File: src/rtl/cyrtl_pkg.sv
// Package for the Cyrillic to Latin transliterator: shared types, byte codes
// and the Latin spelling table. Depends on nothing; used by every RTL file.
`default_nettype none

package cyrtl_pkg;

   // UTF-8 byte codes.
   localparam logic [2:0] LEAD_TOP     = 3'b110;   // top bits of a two-byte lead
   localparam logic [7:0] LEAD_D0      = 8'hD0;
   localparam logic [7:0] LEAD_D1      = 8'hD1;
   localparam logic [7:0] YO_LOWER_LO  = 8'h91;    // second byte of lower case yo
   localparam logic [7:0] YO_UPPER_LO  = 8'h81;    // second byte of upper case yo
   localparam logic [7:0] CASE_OFFSET  = 8'h20;
   localparam logic [7:0] ASCII_LC_A   = 8'h61;
   localparam logic [7:0] ASCII_LC_Z   = 8'h7A;

   // Latin spelling of one letter: 1 to 3 characters, first in the low byte.
   typedef struct packed {
      logic [1:0]      len;
      logic [2:0][7:0] chars;
   } cyrtl_latin_type;

   // What one input word produces: up to three result words and the new
   // held-lead state.
   typedef struct packed {
      logic [1:0]      count;
      logic [2:0][7:0] bytes;
      logic            hold;
      logic [7:0]      held;
   } cyrtl_xlat_type;

   // Lower case letters a..ya without yo, in code order.
   function automatic cyrtl_latin_type latin_lookup(input logic [4:0] idx);
      cyrtl_latin_type res;
      res.len   = 2'd1;
      res.chars = '0;
      case (idx)
         5'd0:  res.chars = {8'h00, 8'h00, 8'h61};          // a
         5'd1:  res.chars = {8'h00, 8'h00, 8'h62};          // b
         5'd2:  res.chars = {8'h00, 8'h00, 8'h76};          // v
         5'd3:  res.chars = {8'h00, 8'h00, 8'h67};          // g
         5'd4:  res.chars = {8'h00, 8'h00, 8'h64};          // d
         5'd5:  res.chars = {8'h00, 8'h00, 8'h65};          // e
         5'd6:  begin res.len = 2'd2; res.chars = {8'h00, 8'h68, 8'h7A}; end  // zh
         5'd7:  res.chars = {8'h00, 8'h00, 8'h7A};          // z
         5'd8:  res.chars = {8'h00, 8'h00, 8'h69};          // i
         5'd9:  res.chars = {8'h00, 8'h00, 8'h79};          // short i
         5'd10: res.chars = {8'h00, 8'h00, 8'h6B};          // k
         5'd11: res.chars = {8'h00, 8'h00, 8'h6C};          // l
         5'd12: res.chars = {8'h00, 8'h00, 8'h6D};          // m
         5'd13: res.chars = {8'h00, 8'h00, 8'h6E};          // n
         5'd14: res.chars = {8'h00, 8'h00, 8'h6F};          // o
         5'd15: res.chars = {8'h00, 8'h00, 8'h70};          // p
         5'd16: res.chars = {8'h00, 8'h00, 8'h72};          // r
         5'd17: res.chars = {8'h00, 8'h00, 8'h73};          // s
         5'd18: res.chars = {8'h00, 8'h00, 8'h74};          // t
         5'd19: res.chars = {8'h00, 8'h00, 8'h75};          // u
         5'd20: res.chars = {8'h00, 8'h00, 8'h66};          // f
         5'd21: begin res.len = 2'd2; res.chars = {8'h00, 8'h68, 8'h6B}; end  // kh
         5'd22: begin res.len = 2'd2; res.chars = {8'h00, 8'h73, 8'h74}; end  // ts
         5'd23: begin res.len = 2'd2; res.chars = {8'h00, 8'h68, 8'h63}; end  // ch
         5'd24: begin res.len = 2'd2; res.chars = {8'h00, 8'h68, 8'h73}; end  // sh
         5'd25: begin res.len = 2'd3; res.chars = {8'h68, 8'h63, 8'h73}; end  // sch
         5'd26: res.chars = {8'h00, 8'h00, 8'h22};          // hard sign
         5'd27: res.chars = {8'h00, 8'h00, 8'h79};          // y
         5'd28: res.chars = {8'h00, 8'h00, 8'h27};          // soft sign
         5'd29: res.chars = {8'h00, 8'h00, 8'h65};          // e
         5'd30: begin res.len = 2'd2; res.chars = {8'h00, 8'h75, 8'h79}; end  // yu
         5'd31: begin res.len = 2'd2; res.chars = {8'h00, 8'h61, 8'h79}; end  // ya
         default: res.chars = '0;
      endcase
      return res;
   endfunction

   localparam cyrtl_latin_type LATIN_YO = '{len: 2'd2, chars: {8'h00, 8'h6F, 8'h79}};

endpackage

`default_nettype wire

File: src/rtl/cyrtl_xlat.sv
// Combinational translation of one input word against the held lead byte.
// Depends on cyrtl_pkg for the spelling table and the result type.
`default_nettype none

module cyrtl_xlat (
   input  wire logic                     in_flush,
   input  wire logic [7:0]               in_byte,
   input  wire logic                     pending,
   input  wire logic [7:0]               held,
   output cyrtl_pkg::cyrtl_xlat_type     xlat
);

   cyrtl_pkg::cyrtl_latin_type spell;
   logic                       is_letter;
   logic                       upper;
   logic [7:0]                 first_char;

   // Decode the lead/second pair into a letter, if it is one.
   always_comb begin
      is_letter = 1'b1;
      upper     = 1'b0;
      spell     = cyrtl_pkg::LATIN_YO;
      if (held == cyrtl_pkg::LEAD_D0 && in_byte inside {[8'hB0:8'hBF]}) begin
         spell = cyrtl_pkg::latin_lookup({1'b0, in_byte[3:0]});
      end else if (held == cyrtl_pkg::LEAD_D1 && in_byte inside {[8'h80:8'h8F]}) begin
         spell = cyrtl_pkg::latin_lookup({1'b1, in_byte[3:0]});
      end else if (held == cyrtl_pkg::LEAD_D1 && in_byte == cyrtl_pkg::YO_LOWER_LO) begin
         spell = cyrtl_pkg::LATIN_YO;
      end else if (held == cyrtl_pkg::LEAD_D0 && in_byte inside {[8'h90:8'hAF]}) begin
         // 0x90..0x9F map to a..p, 0xA0..0xAF to r..ya.
         spell = cyrtl_pkg::latin_lookup({in_byte[5], in_byte[3:0]});
         upper = 1'b1;
      end else if (held == cyrtl_pkg::LEAD_D0 && in_byte == cyrtl_pkg::YO_UPPER_LO) begin
         spell = cyrtl_pkg::LATIN_YO;
         upper = 1'b1;
      end else begin
         is_letter = 1'b0;
      end
   end

   // Capitalize only a letter; the hard and soft signs keep their marks.
   always_comb begin
      first_char = spell.chars[0];
      if (upper && (spell.chars[0] inside {[cyrtl_pkg::ASCII_LC_A:cyrtl_pkg::ASCII_LC_Z]})) begin
         first_char = spell.chars[0] - cyrtl_pkg::CASE_OFFSET;
      end
   end

   always_comb begin
      xlat.count = 2'd0;
      xlat.bytes = '0;
      xlat.hold  = pending;
      xlat.held  = held;
      if (in_flush) begin
         if (pending) begin
            xlat.count    = 2'd1;
            xlat.bytes[0] = held;
            xlat.hold     = 1'b0;
            xlat.held     = 8'h00;
         end
      end else if (pending) begin
         xlat.hold = 1'b0;
         xlat.held = 8'h00;
         if (is_letter) begin
            xlat.count = spell.len;
            xlat.bytes = {spell.chars[2], spell.chars[1], first_char};
         end else begin
            xlat.count    = 2'd2;
            xlat.bytes[0] = held;
            xlat.bytes[1] = in_byte;
         end
      end else if (in_byte[7:5] == cyrtl_pkg::LEAD_TOP) begin
         xlat.hold = 1'b1;
         xlat.held = in_byte;
      end else begin
         xlat.count    = 2'd1;
         xlat.bytes[0] = in_byte;
      end
   end

endmodule

`default_nettype wire

File: src/rtl/cyrillic_utf8_to_latin_translit_top.sv
// Top level of the Cyrillic to Latin transliterator for UTF-8 byte streams.
// Depends on cyrtl_pkg and instantiates cyrtl_xlat.
//
// The request channel (req_valid, req_stall, req_in_byte, req_flush) takes one
// text byte per word at a rising edge where req_valid is high and req_stall is
// low. A two-byte lead byte is held and yields nothing; the next word pairs
// with it. A Russian letter pair yields its 1 to 3 Latin bytes, any other pair
// both bytes unchanged, and every other byte passes through. A word with
// req_flush set emits a held lead byte alone, or nothing if none is held.
// The response channel (rsp_valid, rsp_stall, rsp_out_byte, rsp_out_last)
// delivers one byte per word; rsp_out_last marks the final byte caused by one
// request word.
// The group register takes the result bytes of a request word at the edge
// that accepts it; a word yielding no byte loads nothing into it. The group
// register hands one byte per cycle to the output register while that is
// free, and a new word is taken only once it is empty or hands over its last.
// A stall on the response side holds the output register; the group register
// then fills and req_stall rises until the backlog drains. Synchronous
// active-high reset empties both registers and drops any held lead byte.
`default_nettype none

module cyrillic_utf8_to_latin_translit_top (
   input  wire logic       clock,
   input  wire logic       reset,
   // Request channel.
   input  wire logic       req_valid,
   output logic            req_stall,
   input  wire logic [7:0] req_in_byte,
   input  wire logic       req_flush,
   // Response channel.
   output logic            rsp_valid,
   input  wire logic       rsp_stall,
   output logic [7:0]      rsp_out_byte,
   output logic            rsp_out_last
);

   // Held lead byte state.
   logic            pending_ff, pending_in;
   logic [7:0]      held_ff, held_in;

   // Group register: all result bytes of one request word, and the position
   // of the next one to hand over.
   logic            grp_vld_ff, grp_vld_in;
   logic [2:0][7:0] grp_byte_ff, grp_byte_in;
   logic [1:0]      grp_cnt_ff, grp_cnt_in;
   logic [1:0]      grp_pos_ff, grp_pos_in;

   // Output register.
   logic            out_vld_ff, out_vld_in;
   logic [7:0]      out_byte_ff, out_byte_in;
   logic            out_last_ff, out_last_in;

   cyrtl_pkg::cyrtl_xlat_type xlat;

   logic out_free;
   logic grp_move;
   logic grp_last;
   logic grp_done;
   logic accept;

   cyrtl_xlat u_xlat (
      .in_flush (req_flush),
      .in_byte  (req_in_byte),
      .pending  (pending_ff),
      .held     (held_ff),
      .xlat     (xlat)
   );

   // The output register can take a byte when it is empty or being taken.
   assign out_free  = !out_vld_ff || !rsp_stall;
   assign grp_move  = grp_vld_ff && out_free;
   assign grp_last  = (grp_pos_ff == (grp_cnt_ff - 2'd1));
   assign grp_done  = grp_move && grp_last;
   // A new word may enter as soon as the group register is empty or hands
   // over its final byte in this cycle.
   assign req_stall = grp_vld_ff && !grp_done;
   assign accept    = req_valid && !req_stall;

   always_comb begin
      pending_in = pending_ff;
      held_in    = held_ff;
      if (accept) begin
         pending_in = xlat.hold;
         held_in    = xlat.held;
      end
   end

   always_comb begin
      grp_vld_in  = grp_vld_ff;
      grp_byte_in = grp_byte_ff;
      grp_cnt_in  = grp_cnt_ff;
      grp_pos_in  = grp_pos_ff;
      if (accept && xlat.count != 2'd0) begin
         grp_vld_in  = 1'b1;
         grp_byte_in = xlat.bytes;
         grp_cnt_in  = xlat.count;
         grp_pos_in  = 2'd0;
      end else if (grp_done) begin
         grp_vld_in = 1'b0;
      end else if (grp_move) begin
         grp_pos_in = grp_pos_ff + 2'd1;
      end
   end

   always_comb begin
      out_vld_in  = out_vld_ff;
      out_byte_in = out_byte_ff;
      out_last_in = out_last_ff;
      if (grp_move) begin
         out_vld_in  = 1'b1;
         out_byte_in = grp_byte_ff[grp_pos_ff];
         out_last_in = grp_last;
      end else if (!rsp_stall) begin
         out_vld_in = 1'b0;
      end
   end

   always_ff @(posedge clock) begin
      if (reset) begin
         pending_ff <= 1'b0;
         held_ff    <= 8'h00;
         grp_vld_ff <= 1'b0;
         out_vld_ff <= 1'b0;
      end else begin
         pending_ff <= pending_in;
         held_ff    <= held_in;
         grp_vld_ff <= grp_vld_in;
         out_vld_ff <= out_vld_in;
      end
   end

   // Payload registers need no reset.
   always_ff @(posedge clock) begin
      grp_byte_ff <= grp_byte_in;
      grp_cnt_ff  <= grp_cnt_in;
      grp_pos_ff  <= grp_pos_in;
      out_byte_ff <= out_byte_in;
      out_last_ff <= out_last_in;
   end

   assign rsp_valid    = out_vld_ff;
   assign rsp_out_byte = out_byte_ff;
   assign rsp_out_last = out_last_ff;

`ifndef SYNTHESIS
   // A live group always has bytes left to hand over.
   a_grp_pos_in_range: assert property (@(posedge clock) disable iff (reset)
      grp_vld_ff |-> (grp_cnt_ff != 2'd0 && grp_pos_ff < grp_cnt_ff))
      else $error("group position out of range");

   // A held byte is always a two-byte lead.
   a_held_is_lead: assert property (@(posedge clock) disable iff (reset)
      pending_ff |-> (held_ff[7:5] == cyrtl_pkg::LEAD_TOP))
      else $error("held byte is not a lead byte");

   // A lead byte taken with nothing held is held on the next cycle.
   a_lead_held: assert property (@(posedge clock) disable iff (reset)
      (accept && !req_flush && !pending_ff && req_in_byte[7:5] == cyrtl_pkg::LEAD_TOP)
      |=> (pending_ff && held_ff == $past(req_in_byte)))
      else $error("lead byte was not held");

   // Any word taken while a lead is held releases it.
   a_lead_released: assert property (@(posedge clock) disable iff (reset)
      (accept && pending_ff) |=> !pending_ff)
      else $error("held lead byte not released");
`endif

endmodule

`default_nettype wire
File: config.mk
export PLATFORM = sky130hd
export DESIGN_NAME = cyrillic_utf8_to_latin_translit_top
export DESIGN_NICKNAME = d
export VERILOG_FILES = /design/src/rtl/cyrtl_pkg.sv /design/src/rtl/cyrtl_xlat.sv /design/src/rtl/cyrillic_utf8_to_latin_translit_top.sv
export SDC_FILE = /design/constraint.sdc
export NUM_CORES = 1
export LEC_CHECK = 0
export ABC_AREA = 1
export BUFFER_PORTS_ARGS = -buffer_cell sky130_fd_sc_hd__clkbuf_2
export CAP_MARGIN = 20
export CELL_PAD_IN_SITES_DETAIL_PLACEMENT = 1
export CELL_PAD_IN_SITES_GLOBAL_PLACEMENT = 1
export CORE_MARGIN = 1
export CORE_UTILIZATION = 46
export CTS_BUF_LIST = sky130_fd_sc_hd__clkbuf_2
export DETAILED_ROUTE_END_ITERATION = 12
export PLACE_DENSITY_LB_ADDON = 0.1
export SYNTH_ARGS = -nofsm -noshare
export SYNTH_HDL_FRONTEND = slang
export SYNTH_SLANG_ARGS = --single-unit
export TNS_END_PERCENT = 30
File: constraint.sdc
create_clock -name clock -period 2.8 [get_ports clock]
set_clock_uncertainty 0.05 [all_clocks]
set_input_delay 0.28 -clock clock [delete_from_list [all_inputs] [get_ports clock]]
set_output_delay 0.28 -clock clock [all_outputs]
set_load 0.01 [all_outputs]
==> results_dict.tcl <==
set metrics [dict create \
    fin_cells 522 \
    drt_iter0_markers 119 \
    filler_cell_count 860 \
    gp_congestion 0.962 \
    peakVddDrop_uv 172 \
    die_w_um 84.0 \
    dominantRegCellSynth "edfxtp_1" \
    cellPowerDensity_nw_per_um2 393 \
    grt_pass1_wl_mm 14.9 \
    outcome "finished with violations" \
    fmax_mhz 429 \
    violations "design-rule violations" \
    finalSetupViolCount 0 \
    drv_cap 0 \
    grt_pass1_vias 2949 \
    ant_nets 0 \
    end_kind "flop" \
    initial_utilization_pct 48.2 \
    grt_usage_pct 27.2 \
    required_ns 2.82 \
    drive_above_1_share_pct 20.7 \
    setup_tns_ns 0 \
    async_flop_share_pct 0 \
    num_antenna_cells 0 \
    h-tree-depth 2 \
    clockRootBuffer "clkbuf_2" \
    antenna_found_initial 0 \
    gr-total-overflow 0 \
    die_h_um 84.0 \
    clk_latency_ns 0.40 \
    viasPerCell 5.73 \
    hold_viol_final 0 \
    wl_per_cell_um 17.7 \
    die-area_um2 7060 \
    cts_max_path_buffers 2 \
    vias 2991 \
    finalCriticalPeriod_ns 2.33 \
    cp.arrival_ns 2.35 \
    ys_warn_count 0 \
    cts_tree "yes" \
    worstSetupPathType "flop to flop" \
    finalMaxSlewViolations 0 \
    p_total_mw 1.29 \
    synth_nets 439 \
    crit_top_cell "nand2_2" \
    rsz0062_at_grt "no" \
    synth_area_um2 3100 \
    hpwl_mm 7.55 \
    final_common_cell "nand2_1" \
    cpPeakStageDelay_ns 0.45 \
    io_pins 24 \
    post-cts-setup-buffers 0 \
    core.rowCount 29 \
    critPathLaunchType "flop" \
    holdWs_ns 0.115 \
    cp.buffers_inverters 2 \
    first_pass_iters 8 \
    cts.sinks 41 \
    grt_max_degree 23 \
    path_delay_family "simple AND/OR/NAND/NOR gates" \
    synthCells 426 \
    leakage_nw 1.43 \
    num-nets-final 457 \
    drc 9 \
    slowest_stage "dfxtp_1" \
    path_clk_slew_ns 0.23 \
    hold_class "primary input to flop" \
    portBuffers 23 \
    synth-edff-count 28 \
    ctsHoldBuffers 0 \
    synth_cell_types 40 \
    relSlewSlack_pct 63.6 \
    synth-seq-area-share_pct 35.6 \
    layout_common_cells "nand2_1 (70), nor2_1 (68), o21ai_0 (41)" \
    syn_to_final_growth_pct 5.94 \
    crit_chain "nand2_1 > inv_1 > nand2_2 > nor2_8 > nand3_4 > nand2_4 > nor2_4 > nor2_4 > nand3_2 > nand2_2 > nand2_2 > nand2_2 > nand2_2 > inv_2" \
    period_share_pct 83.2 \
    coreArea_um2 6420 \
    placedCellCount 514 \
    worst_pin_slew_ns 0.546 \
    ys_ff_latch 41 \
    cts-resized-gates 0 \
    critPathMaxFanout 20 \
    routed_wl_mm 9.23 \
    numCtsBuffers 5 \
    avgSynthCellArea_um2 7.27 \
]
==> logic make-up after synthesis <==
| group | after synthesis | synth area share (%) |
|---|---|---|
| buffers and inverters | 67 | 9.54 |
| AND/OR/NAND/NOR | 219 | 36.5 |
| AO/OA/AOI/OAI | 98 | 18.1 |
| XOR/XNOR | 1 | 0.283 |
| flip-flops | 41 | 35.6 |
==> flip-flops by register name, summed over array words and instances (netlist names) <==
signal        count
grp_byte_ff      17
grp_cnt_ff        2
grp_pos_ff        2
grp_vld_ff        1
held_ff           8
pending_ff        1
rsp_out_byte      8
rsp_out_last      1
rsp_valid         1
==> report_power, final <==
group / leakage (nW) / switching [mW] / internal (mW)
registers: 0.372 / 0.0236 / 0.698
clock network: 0.0287 / 0.198 / 0.0584
logic: 1.03 / 0.218 / 0.0913
total: 1.43 / 0.440 / 0.848
==> cells in the mapped netlist, types with 2 or more instances <==
master	count	share of area (%)
a21oi_1	25	4.0
a31oi_1	4	0.81
nand2_4	5	1.8
o21ai_1	5	0.81
a211oi_1	4	0.97
a21oi_2	3	0.85
dfxtp_1	13	8.4
nor2_4	5	1.8
edfxtp_1	28	27
buf_2	2	0.32
a21o_1	2	0.48
nand4_1	4	0.81
a22oi_1	7	1.7
buf_6	4	1.5
nand3_1	24	3.9
nand2_1	70	8.5
nand2_2	14	2.8
nor3_1	9	1.5
o21a_1	3	0.73
clkbuf_1	8	0.97
nor2_1	68	8.2
nor4_1	2	0.40
inv_1	38	4.6
nand3_2	3	0.97
o21ai_0	41	6.6
inv_2	11	1.3
nand3_4	3	1.7
nor2_8	3	1.9
nor2_2	7	1.4
==> layout make-up <==
cell class	instances	area [um2]	area share (%)
multi-input combinational	318	1700	51.8
sequential	41	1100	33.6
tap	77	96.3	2.94
clock inverter	3	17.5	0.534
timing repair buffer	26	138	4.20
clock buffer	5	25.0	0.763
inverter	52	203	6.18
==> per-layer routing <==
layer  GRT usage (%)  wire [um]  vias up
li1                -          -     1458
met2            46.8       4580       84
met4            11.9        377        0
met1            33.2       3830     1418
met3            4.65        449       31
met5               0          0        -
==> stage by stage <==
step	worst slack (ns)	area [um2]	util (%)
3_5_place_dp	0.275	3240	50.4
4_1_cts	0.481	3280	51.1
6_report	0.471	3280	51.1
5_1_grt	0.294	3280	51.1
2_1_floorplan	0.791	3100	-
3_3_place_gp	0.313	3240	50.4
==> final timing paths <==
kind / startpoint / end / slack, ns / depth (start not counted)
worst min-delay path: reset / grp_vld_ff$_SDFFE_PP0P_ / 0.11 / 2
worst min register to register: held_ff[7]$_SDFFE_PP0P_ / held_ff[7]$_SDFFE_PP0P_ / 0.46 / 2
worst max register to register: held_ff[6]$_SDFFE_PP0P_ / grp_byte_ff[1]$_DFFE_PP_ / 0.47 / 14
worst max-delay path: held_ff[6]$_SDFFE_PP0P_ / grp_byte_ff[1]$_DFFE_PP_ / 0.47 / 14
==> worst reg2reg max path, stage by stage (launching register included) <==
cell and delay (ns):
dfxtp_1 0.45, nand2_1 0.11, inv_1 0.08, nand2_2 0.09, nor2_8 0.15, nand3_4 0.15, nand2_4 0.11, nor2_4 0.07
nor2_4 0.09, nand3_2 0.07, nand2_2 0.06, nand2_2 0.05, nand2_2 0.08, nand2_2 0.07, inv_2 0.30
Note: power is estimated with default switching activity, not from simulation.
